<file path="src/hdl/pfd_pkg.sv">
`default_nettype none

package pfd_pkg;

    localparam int COEF_W    = 32;
    localparam int STATE_W   = 48;
    localparam int OPND_W    = 52;               // widest multiplicand: e + 2*integ
    localparam int ACC_W     = OPND_W + COEF_W;  // full product before rounding shift
    localparam int REG_COUNT = 6;
    localparam int CFG_IDX_W = 3;
    localparam int STEP_W    = 3;

    localparam logic [CFG_IDX_W-1:0] REG_KP  = CFG_IDX_W'(0);
    localparam logic [CFG_IDX_W-1:0] REG_KI  = CFG_IDX_W'(1);
    localparam logic [CFG_IDX_W-1:0] REG_DIN = CFG_IDX_W'(2);
    localparam logic [CFG_IDX_W-1:0] REG_DFB = CFG_IDX_W'(3);
    localparam logic [CFG_IDX_W-1:0] REG_DGE = CFG_IDX_W'(4);
    localparam logic [CFG_IDX_W-1:0] REG_DGS = CFG_IDX_W'(5);

    localparam logic signed [COEF_W-1:0] COEF_RESET [REG_COUNT] = '{
        32'sd231106, 32'sd39507, 32'sd4689063, -32'sd1979025, 32'sd210134, 32'sd663166
    };

    localparam logic [STEP_W-1:0] STEP_LAST = STEP_W'(4);

    typedef enum logic [3:0] {
        ST_IDLE,
        ST_P,
        ST_INTEG,
        ST_TSUM,
        ST_I,
        ST_DA,
        ST_DB,
        ST_DC,
        ST_DD,
        ST_SUM
    } pfd_state_t;

    typedef enum logic [2:0] {
        MS_NONE,
        MS_LOAD,
        MS_LO,
        MS_HI,
        MS_ACC,
        MS_FIN
    } mstep_t;

    typedef enum logic [2:0] {
        PS_P,
        PS_I,
        PS_DA,
        PS_DB,
        PS_DC,
        PS_DD
    } prod_sel_t;

    typedef struct packed {
        logic      capture;
        logic      integ_upd;
        logic      t_upd;
        logic      out_load;
        mstep_t    step;
        prod_sel_t sel;
    } pfd_cmd_t;

endpackage

`default_nettype wire

</file>
<file path="src/hdl/pfd_ctrl.sv">
`default_nettype none

module pfd_ctrl
    import pfd_pkg::*;
(
    input  wire logic     aclk,
    input  wire logic     aresetn,
    input  wire logic     s_valid,
    output logic          s_ready,
    output logic          m_valid,
    input  wire logic     m_ready,
    output pfd_cmd_t      cmd
);

    pfd_state_t          state_reg, state_next;
    logic [STEP_W-1:0]   step_reg, step_next;
    logic                m_valid_reg, m_valid_next;

    always_ff @(posedge aclk) begin
        if (!aresetn) begin
            state_reg   <= ST_IDLE;
            step_reg    <= '0;
            m_valid_reg <= 1'b0;
        end else begin
            state_reg   <= state_next;
            step_reg    <= step_next;
            m_valid_reg <= m_valid_next;
        end
    end

    always_comb begin
        logic in_prod;
        logic prod_done;
        mstep_t step_code;

        in_prod       = 1'b0;
        prod_done     = (step_reg == STEP_LAST);
        state_next    = state_reg;
        step_next     = step_reg;
        cmd.capture   = 1'b0;
        cmd.integ_upd = 1'b0;
        cmd.t_upd     = 1'b0;
        cmd.out_load  = 1'b0;
        cmd.step      = MS_NONE;
        cmd.sel       = PS_P;

        case (step_reg)
            STEP_W'(0): step_code = MS_LOAD;
            STEP_W'(1): step_code = MS_LO;
            STEP_W'(2): step_code = MS_HI;
            STEP_W'(3): step_code = MS_ACC;
            STEP_LAST:  step_code = MS_FIN;
            default:    step_code = MS_NONE;
        endcase

        case (state_reg)
            ST_IDLE: begin
                if (s_valid) begin
                    cmd.capture = 1'b1;
                    state_next  = ST_P;
                end
            end
            ST_P: begin
                cmd.sel = PS_P;
                in_prod = 1'b1;
                if (prod_done) state_next = ST_INTEG;
            end
            ST_INTEG: begin
                cmd.integ_upd = 1'b1;
                state_next    = ST_TSUM;
            end
            ST_TSUM: begin
                cmd.t_upd  = 1'b1;
                state_next = ST_I;
            end
            ST_I: begin
                cmd.sel = PS_I;
                in_prod = 1'b1;
                if (prod_done) state_next = ST_DA;
            end
            ST_DA: begin
                cmd.sel = PS_DA;
                in_prod = 1'b1;
                if (prod_done) state_next = ST_DB;
            end
            ST_DB: begin
                cmd.sel = PS_DB;
                in_prod = 1'b1;
                if (prod_done) state_next = ST_DC;
            end
            ST_DC: begin
                cmd.sel = PS_DC;
                in_prod = 1'b1;
                if (prod_done) state_next = ST_DD;
            end
            ST_DD: begin
                cmd.sel = PS_DD;
                in_prod = 1'b1;
                if (prod_done) state_next = ST_SUM;
            end
            ST_SUM: begin
                // hold here until the previous output word has been taken
                if (!m_valid_reg || m_ready) begin
                    cmd.out_load = 1'b1;
                    state_next   = ST_IDLE;
                end
            end
            default: begin
                state_next = ST_IDLE;
            end
        endcase

        if (in_prod) begin
            cmd.step  = step_code;
            step_next = prod_done ? '0 : step_reg + STEP_W'(1);
        end

        if (cmd.out_load) begin
            m_valid_next = 1'b1;
        end else if (m_ready) begin
            m_valid_next = 1'b0;
        end else begin
            m_valid_next = m_valid_reg;
        end
    end

    assign s_ready = (state_reg == ST_IDLE);
    assign m_valid = m_valid_reg;

endmodule

`default_nettype wire

</file>
<file path="config.mk">
export PLATFORM = sky130hd
export DESIGN_NAME = pfd_ctrl
export DESIGN_NICKNAME = d
export VERILOG_FILES = /design/src/hdl/pfd_pkg.sv /design/src/hdl/pfd_ctrl.sv
export SDC_FILE = /design/constraint.sdc
export NUM_CORES = 1
export LEC_CHECK = 0
export CORE_AREA = 2 2 39 41
export CTS_BUF_LIST = sky130_fd_sc_hd__clkbuf_8
export DETAILED_ROUTE_END_ITERATION = 12
export DIE_AREA = 0 0 41 43
export DONT_BUFFER_PORTS = 1
export PLACE_DENSITY_LB_ADDON = 0.1
export SLEW_MARGIN = 25
export SYNTH_ARGS = -nofsm -noshare
export SYNTH_HDL_FRONTEND = slang
export SYNTH_SLANG_ARGS = --single-unit
</file>
<file path="constraint.sdc">
create_clock -name aclk -period 2.53 [get_ports aclk]
set_input_delay 0.1265 -clock aclk [delete_from_list [all_inputs] [get_ports aclk]]
set_output_delay 0.1265 -clock aclk [all_outputs]
set_load 0.1 [all_outputs]
</file>
==> impl_metrics.json, run 1 <==
{
  "finalHoldViolCount": 0,
  "setup_viol": 0,
  "grt_pass1_vias": 477,
  "crit_arrival_ns": 2.02,
  "io_pins": 16,
  "fin_worst_skew_ns": 0.006365,
  "final_cell_mix": "buf_4, nor2_1, dfxtp_1",
  "via_per_inst": 5.570,
  "area_delta_synth_final_pct": 32.14,
  "seqCellArea_um2": 160.2,
  "crit_start": "state_reg[0]",
  "rsz0062_at_grt": "false",
  "initial_utilization_pct": 45.57,
  "setup_tns_ns": 0,
  "p_leak_nw": 0.3134,
  "grt_max_degree": 16,
  "final_area_um2": 833.3,
  "antenna_left": 0,
  "power.density_nw_per_um2": 1345,
  "synth_seq_cells": 8,
  "cts_setup_buffers": 0,
  "end_kind": "primary output",
  "r2r_start": "state_reg[0]",
  "synthCells": 79,
  "die_h_um": 43,
  "cp_max_fo": 15,
  "fin_nets": 101,
  "use_met1_pct": 22.01,
  "synthDistinctLibCells": 35,
  "slowest_delay_ns": 0.67,
  "hp-class": "in -> reg",
  "slew_headroom_pct": 62.30,
  "port_buffers": 0,
  "worst_pin_slew_ns": 0.5647,
  "critPathKind": "reg -> out",
  "yosys_warnings": 0,
  "ys_seq_area_share_pct": 25.40,
  "cts_buffers": 3,
  "syn_area_um2": 630.6,
  "placed_area_um2": 792.0,
  "status": "completed",
  "grt_usage_pct": 16.20,
  "busiest_layer": "met2",
  "num_vias": 596,
  "grt_pass1_wl_um": 1966,
  "path_cells": "nor3b_1 -> nor3_1 -> buf_4 -> nor3_4 -> buf_4",
  "drive_above_1_share_pct": 34.07,
  "rows": 14,
  "largest_register_ffs": 4,
  "ys.flop_type": "dfxtp_1",
  "fmax_mhz": 466.8,
  "die-area_um2": 1763,
  "max-cap-violations": 0,
  "hold_start": "aresetn",
  "dr.pass1.iters": 4,
  "coreArea_um2": 1384,
  "overflow": 0,
  "die_w_um": 41,
  "hpwl_um": 949.4,
  "cts.root.buffer_cell": "clkbuf_8",
  "period_minus_slack_ns": 2.142,
  "remaining_drc_errors": 0,
  "htree_levels": 1,
  "synth_area_per_cell_um2": 7.982,
  "clkLatencyLatePin_ns": 0.23,
  "crit_slowest_cell": "dfxtp_1",
  "fillerInstances": 116,
  "synth_fp_nets": 87,
  "use_met2_pct": 23.44,
  "irDropWorstVdd_mv": 0.6032,
  "wl_per_cell_um": 12.01,
  "required_ns": 2.40,
  "synth_edf_count": 0,
  "drtIter0Drc": 10,
  "multi_input_area_um2": 475.5,
  "mostFrequentLayoutCell": "buf_4",
  "async_flop_share_pct": 0,
  "gp_congestion": 0.7335,
  "ff2ff_setup_slack_ns": 0.80,
  "cts.sinks": 8,
  "clk_path_buf_depth": 2,
  "crit_buf_inv": 2,
  "ctsHoldBuffers": 0,
  "fin_crit_sh_pct": 84.68,
  "grtUsageMet3_pct": 6.283,
  "num_antenna_cells": 0,
  "wirelength_um": 1285,
  "critical_path.top_delay_family": "flip-flops",
  "cts_tree": "yes",
  "cp_common_cell": "buf_4",
  "antenna_found_initial": 0,
  "cts.clk_slew.worst_paths_ns": 0.04,
  "start_kind": "register",
  "slew_violations": 0,
  "ctsResizeCount": 0
}
[worst reg2reg max path: stages (launching register included)]
cell and delay [ns]:
dfxtp_1 0.67, nor4b_2 0.17, o31a_1 0.38, o311ai_1 0.29, o31ai_1 0.10
[cell families after synthesis]
logic type	share of synthesized area (%)
xor+xnor	1.389
mux	1.587
buf+inv	8.133
compound gates	20.63
fa+ha+maj	7.937
simple gates	34.92
flops	25.40
[worst paths after layout]
path | end | depth (start not counted)
max | cmd[4] | 5
min | step_reg[2] | 2
max reg2reg | state_reg[1] | 4
min reg2reg | step_reg[1] | 2
[metrics by stage]
| step | worst slack, ns | power, W | hold WS, ns | util, % | cells |
|---|---|---|---|---|---|
| floorplan | -0.01032 | 0.0007995 | 0.2622 | - | 79 |
| global placement | 0.6762 | 0.0009656 | 0.2774 | 57.23 | 104 |
| detailed placement | 0.6266 | 0.0009713 | 0.2725 | 57.23 | 104 |
| CTS | 0.3844 | 0.001129 | 0.03749 | 60.22 | 107 |
| global route | 0.2602 | 0.001178 | 0.06090 | 60.22 | 107 |
| finish | 0.3877 | 0.001121 | 0.04265 | 60.22 | 107 |
[Yosys cell counts, types with 2 or more instances]
library cell  instances  area share [%]
nand2b_1              2             2.0
nand2_1               4             2.4
nand3_1               3             2.4
nand4b_1              2             2.8
dfxtp_1               8              25
o21ai_0               5             4.0
inv_1                 5             3.0
a21oi_1               8             6.3
nor2_1               10             6.0
ha_1                  4             7.9
nor3_1                2             1.6
nor2b_1               2             2.0
o31ai_1               2             2.4
[layout make-up]
type | instances | area share [%]
multi-input combinational | 61 | 57.06
inverter | 5 | 2.252
timing repair buffer | 14 | 14.11
tap | 16 | 2.402
sequential | 8 | 19.22
clock buffer | 3 | 4.955
[where the power goes]
group          switching, W  internal, W  total [W]
Clock             0.0000469     0.000103   0.000150
Sequential        0.0000763     0.000154   0.000231
Combinational      0.000505     0.000236   0.000741
Total              0.000628     0.000493    0.00112
[routing by layer]
| layer | routed length, um | part of all wire, % |
|---|---|---|
| met1 | 619 | 48 |
| met2 | 605 | 47 |
| met3 | 60 | 4.7 |
| met4 | 0 | 0 |
| met5 | 0 | 0 |
Power figures use the tool's default switching activity.
==> run 2: changes to the inputs <==
==> constraint.sdc (replaced) <==
create_clock -name aclk -period 2.1 [get_ports aclk]
set_input_delay 0.105 -clock aclk [delete_from_list [all_inputs] [get_ports aclk]]
set_output_delay 0.105 -clock aclk [all_outputs]
set_load 0.1 [all_outputs]
==> run 2 against run 1 <==
Against the previous run:
- worst setup slack got worse by 0.25 ns
- clock skew decreased by 0.0019 ns
- total power increased by 29%
- design area grew 8.4%
- core utilization up 5.1 points
- sequential power about the same
- final cell count up 2.8%
- combinational power rose by 39%
- largest power group unchanged
==> impl_metrics.json, run 2 (synthesis results as in run 1) <==
{
  "status": "completed",
  "setup_viol": 0,
  "swShare_pct": 54.87,
  "required_ns": 2.00,
  "finalHoldViolCount": 0,
  "grt_pass1_wl_um": 2428,
  "cts.sinks": 8,
  "crit_start": "state_reg[3]",
  "p_leak_nw": 0.3384,
  "wl_per_cell_um": 13.36,
  "rows": 14,
  "final_cell_mix": "buf_4, nor2_1, dfxtp_1",
  "antenna_left": 0,
  "die_w_um": 41,
  "largest_register_ffs": 4,
  "gp_congestion": 0.8889,
  "clock_power_share_pct": 13.2,
  "hp-class": "in -> reg",
  "max-cap-violations": 0,
  "drive_above_1_share_pct": 39.36,
  "start_kind": "register",
  "antenna_found_initial": 0,
  "power.density_nw_per_um2": 1606,
  "cts_tree": "yes",
  "cp_max_fo": 9,
  "cts.clk_slew.worst_paths_ns": 0.04,
  "coreArea_um2": 1384,
  "die_h_um": 43,
  "via_per_inst": 5.755,
  "end_kind": "primary output",
  "num_vias": 633,
  "htree_levels": 1,
  "crit_arrival_ns": 1.86,
  "setup_tns_ns": 0,
  "dpl.cell_count": 107,
  "power_w": 0.001451,
  "rsz0062_at_grt": "false",
  "port_buffers": 0,
  "slew_headroom_pct": 63.24,
  "area_delta_synth_final_pct": 43.25,
  "reg2reg_to": "state_reg[3]",
  "finalNonFillerCells": 110,
  "num_antenna_cells": 0,
  "fin_worst_skew_ns": 0.004474,
  "mostFrequentLayoutCell": "buf_4",
  "grt_usage_pct": 20.46,
  "grt_pass1_vias": 572,
  "irDropWorstVdd_mv": 0.7893,
  "clk_path_buf_depth": 2,
  "grt_max_degree": 10,
  "met3WireLength_um": 98,
  "cts.root.buffer_cell": "clkbuf_8",
  "routed-wl-met2_um": 753,
  "fin_nets": 104,
  "placed_area_um2": 857.1,
  "met1_length_um": 587,
  "top_layer_used": "met4",
  "dr.pass1.iters": 4,
  "cts_buffers": 3,
  "critPathKind": "reg -> out",
  "dpl_worst_slack_ns": 0.3341,
  "wirelength_um": 1470,
  "period_minus_slack_ns": 1.964,
  "r2r_start": "state_reg[0]",
  "drtIter0Drc": 25,
  "die-area_um2": 1763,
  "endpoint": "cmd[0]",
  "clkLatencyLatePin_ns": 0.24,
  "ctsHoldBuffers": 0,
  "final_area_um2": 903.4,
  "hpwl_um": 1088,
  "reg2reg_depth": 5,
  "fin_crit_sh_pct": 93.51,
  "initial_utilization_pct": 45.57,
  "fmax_mhz": 509.3,
  "overflow": 0,
  "io_pins": 16,
  "setup_ws_ns": 0.1364,
  "slew_violations": 0,
  "p_int_w": 0.0006549,
  "worst_pin_slew_ns": 0.5503,
  "seq_power_share_pct": 16.1,
  "ff2ff_setup_slack_ns": 0.40,
  "remaining_drc_errors": 0,
  "fillerInstances": 116,
  "p_comb_share_pct": 70.7,
  "netSwitchingPower_w": 0.0007962
}
-- run 2: changes by cell type in the layout (fill, tap and decap cells not counted), sizes merged --
cell	previous run	this run
buf	14	17
clkinvlp	0	1
inv	5	4
-- run 2: cell type report --
type	instances	area, um2	area share (%)
multi-input cells	61	481.7	53.32
repair buffers	17	177.7	19.67
flip-flops and latches	8	160.2	17.73
clock buffers	3	41.29	4.571
inverters	5	22.52	2.493
well taps	16	20.02	2.216
-- run 2: worst min path at each step --
stage / startpoint / endpoint / slack [ns] / cells after the start
3_5_place_dp: aresetn / step_reg[2] / 0.25 / 2
3_3_place_gp: aresetn / step_reg[2] / 0.25 / 2
4_1_cts: aresetn / step_reg[2] / 0.004 / 2
6_report: aresetn / step_reg[2] / 0.008 / 2
5_1_grt: aresetn / step_reg[2] / 0.03 / 2
2_1_floorplan: aresetn / step_reg[2] / 0.24 / 2
-- run 2: power by group through the flow --
stage               Combinational, W  Clock (W)  Sequential, W
global route                 0.00109   0.000202       0.000241
global placement             0.00101          0       0.000236
CTS                          0.00102   0.000196       0.000233
floorplan                   0.000770          0       0.000218
detailed placement           0.00102          0       0.000235
finish                       0.00103   0.000191       0.000234
-- run 2: through the flow --
stage / utilization (%) / hold slack, ns
after global routing: 65.28 / 0.03312
after floorplan: - / 0.2407
after detailed placement: 61.93 / 0.2491
after CTS: 64.92 / 0.003789
after global placement: 61.93 / 0.2461
final: 65.28 / 0.007548
-- run 2: worst max-delay path, cell delays in order, from the launching register on --
cell and delay, ns:
dfxtp_1 0.50, buf_4 0.23, or3b_2 0.46, a21oi_2 0.14, buf_4 0.29
-- run 2: metal layers --
metal,vias to the layer above,GRT usage (%)
li1,312,-
met1,293,27.04
met2,24,27.19
met3,4,5.236
met4,0,15.33
met5,-,0
-- run 2: repair_timing --
item / CTS / global route
endpoints found under the hold margin: 0 / 0
setup buffers: 0 / 0
resized for setup: 0 / 1
endpoints found under the setup margin: 0 / 3
==> run 3: changes to the inputs <==
--- a/config.mk
+++ b/config.mk
@@ -10,6 +10,7 @@
 export DETAILED_ROUTE_END_ITERATION = 12
 export DIE_AREA = 0 0 41 43
 export DONT_BUFFER_PORTS = 1
+export HOLD_SLACK_MARGIN = 0.03
 export PLACE_DENSITY_LB_ADDON = 0.1
 export SLEW_MARGIN = 25
 export SYNTH_ARGS = -nofsm -noshare
==> constraint.sdc (replaced) <==
create_clock -name aclk -period 1.7 [get_ports aclk]
set_input_delay 0.085 -clock aclk [delete_from_list [all_inputs] [get_ports aclk]]
set_output_delay 0.085 -clock aclk [all_outputs]
set_load 0.1 [all_outputs]
==> run 3 against run 2 <==
Against the previous run:
- the flow now finishes with violations (setup timing)
- critical endpoint is now cmd[9]
- design area rose by 23%
- clock-buffer cell count did not move
- sequential share of layout area fell by 2.4 points
- via count rose by 12%
- sequential cell count did not move
- first-iteration DRC count fell by 52%
==> impl_metrics.json, run 3 (synthesis results as in run 1) <==
{
  "status": "complete, but fails checks",
  "violations": "setup timing",
  "fin_worst_skew_ns": 0.003479,
  "cts_tree": "yes",
  "hp-class": "in -> reg",
  "grt_pass1_vias": 650,
  "reg2reg_depth": 6,
  "htree_levels": 1,
  "crit_arrival_ns": 1.69,
  "initial_utilization_pct": 45.57,
  "mostFrequentLayoutCell": "buf_4",
  "area_delta_synth_final_pct": 76.79,
  "crit_slowest_cell": "or4_4",
  "largest_register_ffs": 4,
  "hold_depth": 2,
  "end_kind": "primary output",
  "die_w_um": 41,
  "cp_max_fo": 2,
  "slew_violations": 0,
  "crit_buf_inv": 2,
  "antenna_left": 0,
  "max-cap-violations": 0,
  "required_ns": 1.62,
  "overflow": 0,
  "coreArea_um2": 1384,
  "port_buffers": 0,
  "irDropWorstVdd_mv": 1.627,
  "p_leak_nw": 0.4250,
  "hold_ws_ns": 0.02782,
  "hpwl_um": 1200,
  "dr.pass1.iters": 4,
  "cts.root.buffer_cell": "clkbuf_8",
  "setup_tns_ns": -0.09600,
  "reg2reg_to": "state_reg[0]",
  "fmax_mhz": 564.0,
  "rows": 14,
  "final_area_um2": 1115,
  "final_cell_mix": "buf_4, nor2_1, buf_12",
  "critPathKind": "reg -> out",
  "die_h_um": 43,
  "fin_nets": 116,
  "cts.clk_slew.worst_paths_ns": 0.04,
  "cts.sinks": 8,
  "via_per_inst": 5.828,
  "dpl_worst_slack_ns": 0.1009,
  "slowest_delay_ns": 0.56,
  "antenna_found_initial": 0,
  "remaining_drc_errors": 0,
  "gp_congestion": 0.7367,
  "wirelength_um": 1873,
  "setup_viol": 2,
  "die-area_um2": 1763,
  "slew_headroom_pct": 70.85,
  "power.density_nw_per_um2": 1821,
  "cts_buffers": 3,
  "num_vias": 711,
  "path_cells": "buf_6 -> or4_4 -> clkinvlp_4 -> and2_4",
  "setup_ws_ns": -0.07313,
  "finalHoldViolCount": 0,
  "r2r_start": "state_reg[0]",
  "num_antenna_cells": 0,
  "clk_path_buf_depth": 2,
  "rsz0062_at_grt": "true",
  "period_minus_slack_ns": 1.773,
  "drive_above_1_share_pct": 51.89,
  "fin_crit_sh_pct": 104.3,
  "ff2ff_setup_slack_ns": 0.03,
  "fillerInstances": 94,
  "placed_area_um2": 959.7,
  "critical_path.top_delay_family": "simple AND/OR/NAND/NOR gates",
  "wl_per_cell_um": 15.35,
  "start_kind": "register",
  "worst_pin_slew_ns": 0.4364,
  "clkLatencyLatePin_ns": 0.23,
  "grt_pass1_wl_um": 2877,
  "grt_max_degree": 7,
  "io_pins": 16,
  "drtIter0Drc": 12,
  "grt_usage_pct": 24.04,
  "hold_start": "aresetn",
  "min_to": "state_reg[1]",
  "power_w": 0.002030
}
## run 3: cell count changes in the layout (fill, tap and decap cells not counted), moves of 2 or more
cell	change
dfxtp_1	-5
dfxtp_2	+3
buf_6	+3
a21oi_2	-2
buf_12	+3
buf_4	+5
a21oi_4	+2
dfxtp_4	+2
## run 3: worst max-delay path by stage
stage                     slack, ns      endpoint    startpoint  cells after the start
after floorplan               -0.11        cmd[4]  state_reg[2]                      3
after global placement        -0.10   step_reg[2]  state_reg[3]                      4
after detailed placement       0.10  state_reg[0]  state_reg[2]                      5
after CTS                     -0.06        cmd[9]  state_reg[3]                      4
after global routing           -0.1        cmd[9]  state_reg[0]                      4
final                         -0.07        cmd[9]  state_reg[0]                      4
## run 3: per-layer routing
metal	GRT usage (%)	wire (um)	vias up
met5	0	0	-
met4	7.333	53	0
met3	7.330	83	5
met2	38.44	969	28
met1	29.51	768	340
li1	-	-	338
## run 3: report_power, final
| part | switching [W] | internal [W] | total [W] |
|---|---|---|---|
| Sequential | 0.0000520 | 0.000238 | 0.000290 |
| Combinational | 0.000947 | 0.000561 | 0.00151 |
| Clock | 0.0000783 | 0.000154 | 0.000232 |
| Total | 0.00108 | 0.000953 | 0.00203 |
## run 3: repair_timing
action | 4_1_cts | 5_1_grt
endpoints found under the hold margin | 2 | 0
gates resized for setup | 10 | 2
hold buffers | 1 | 0
gates cloned | 0 | 0
buffers inserted | 4 | 1
setup endpoints to repair | 6 | 6
pin swaps | 3 | 7
## run 3: metrics by stage
| stage | std cells | util, % |
|---|---|---|
| 2_1_floorplan | 79 | - |
| 3_3_place_gp | 113 | 68.99 |
| 3_5_place_dp | 113 | 69.35 |
| 4_1_cts | 121 | 78.66 |
| 5_1_grt | 122 | 80.56 |
| 6_report | 122 | 80.56 |
## run 3: area by class of cell
class	count	area, um2	area share [%]
Inverter	5	22.52	2.020
Multi-Input combinational cell	61	540.5	48.48
Timing Repair Buffer	29	319.1	28.62
Sequential cell	8	171.4	15.38
Clock buffer	3	41.29	3.704
Tap cell	16	20.02	1.796
## run 3: worst reg2reg max path, delay by kind of cell, from the launching register on
family	cells	cell delay, ns
AND/OR/NAND/NOR	1	0.56
AO/OA/AOI/OAI	3	0.40
flip-flops	1	0.35
buffers and inverters	2	0.28
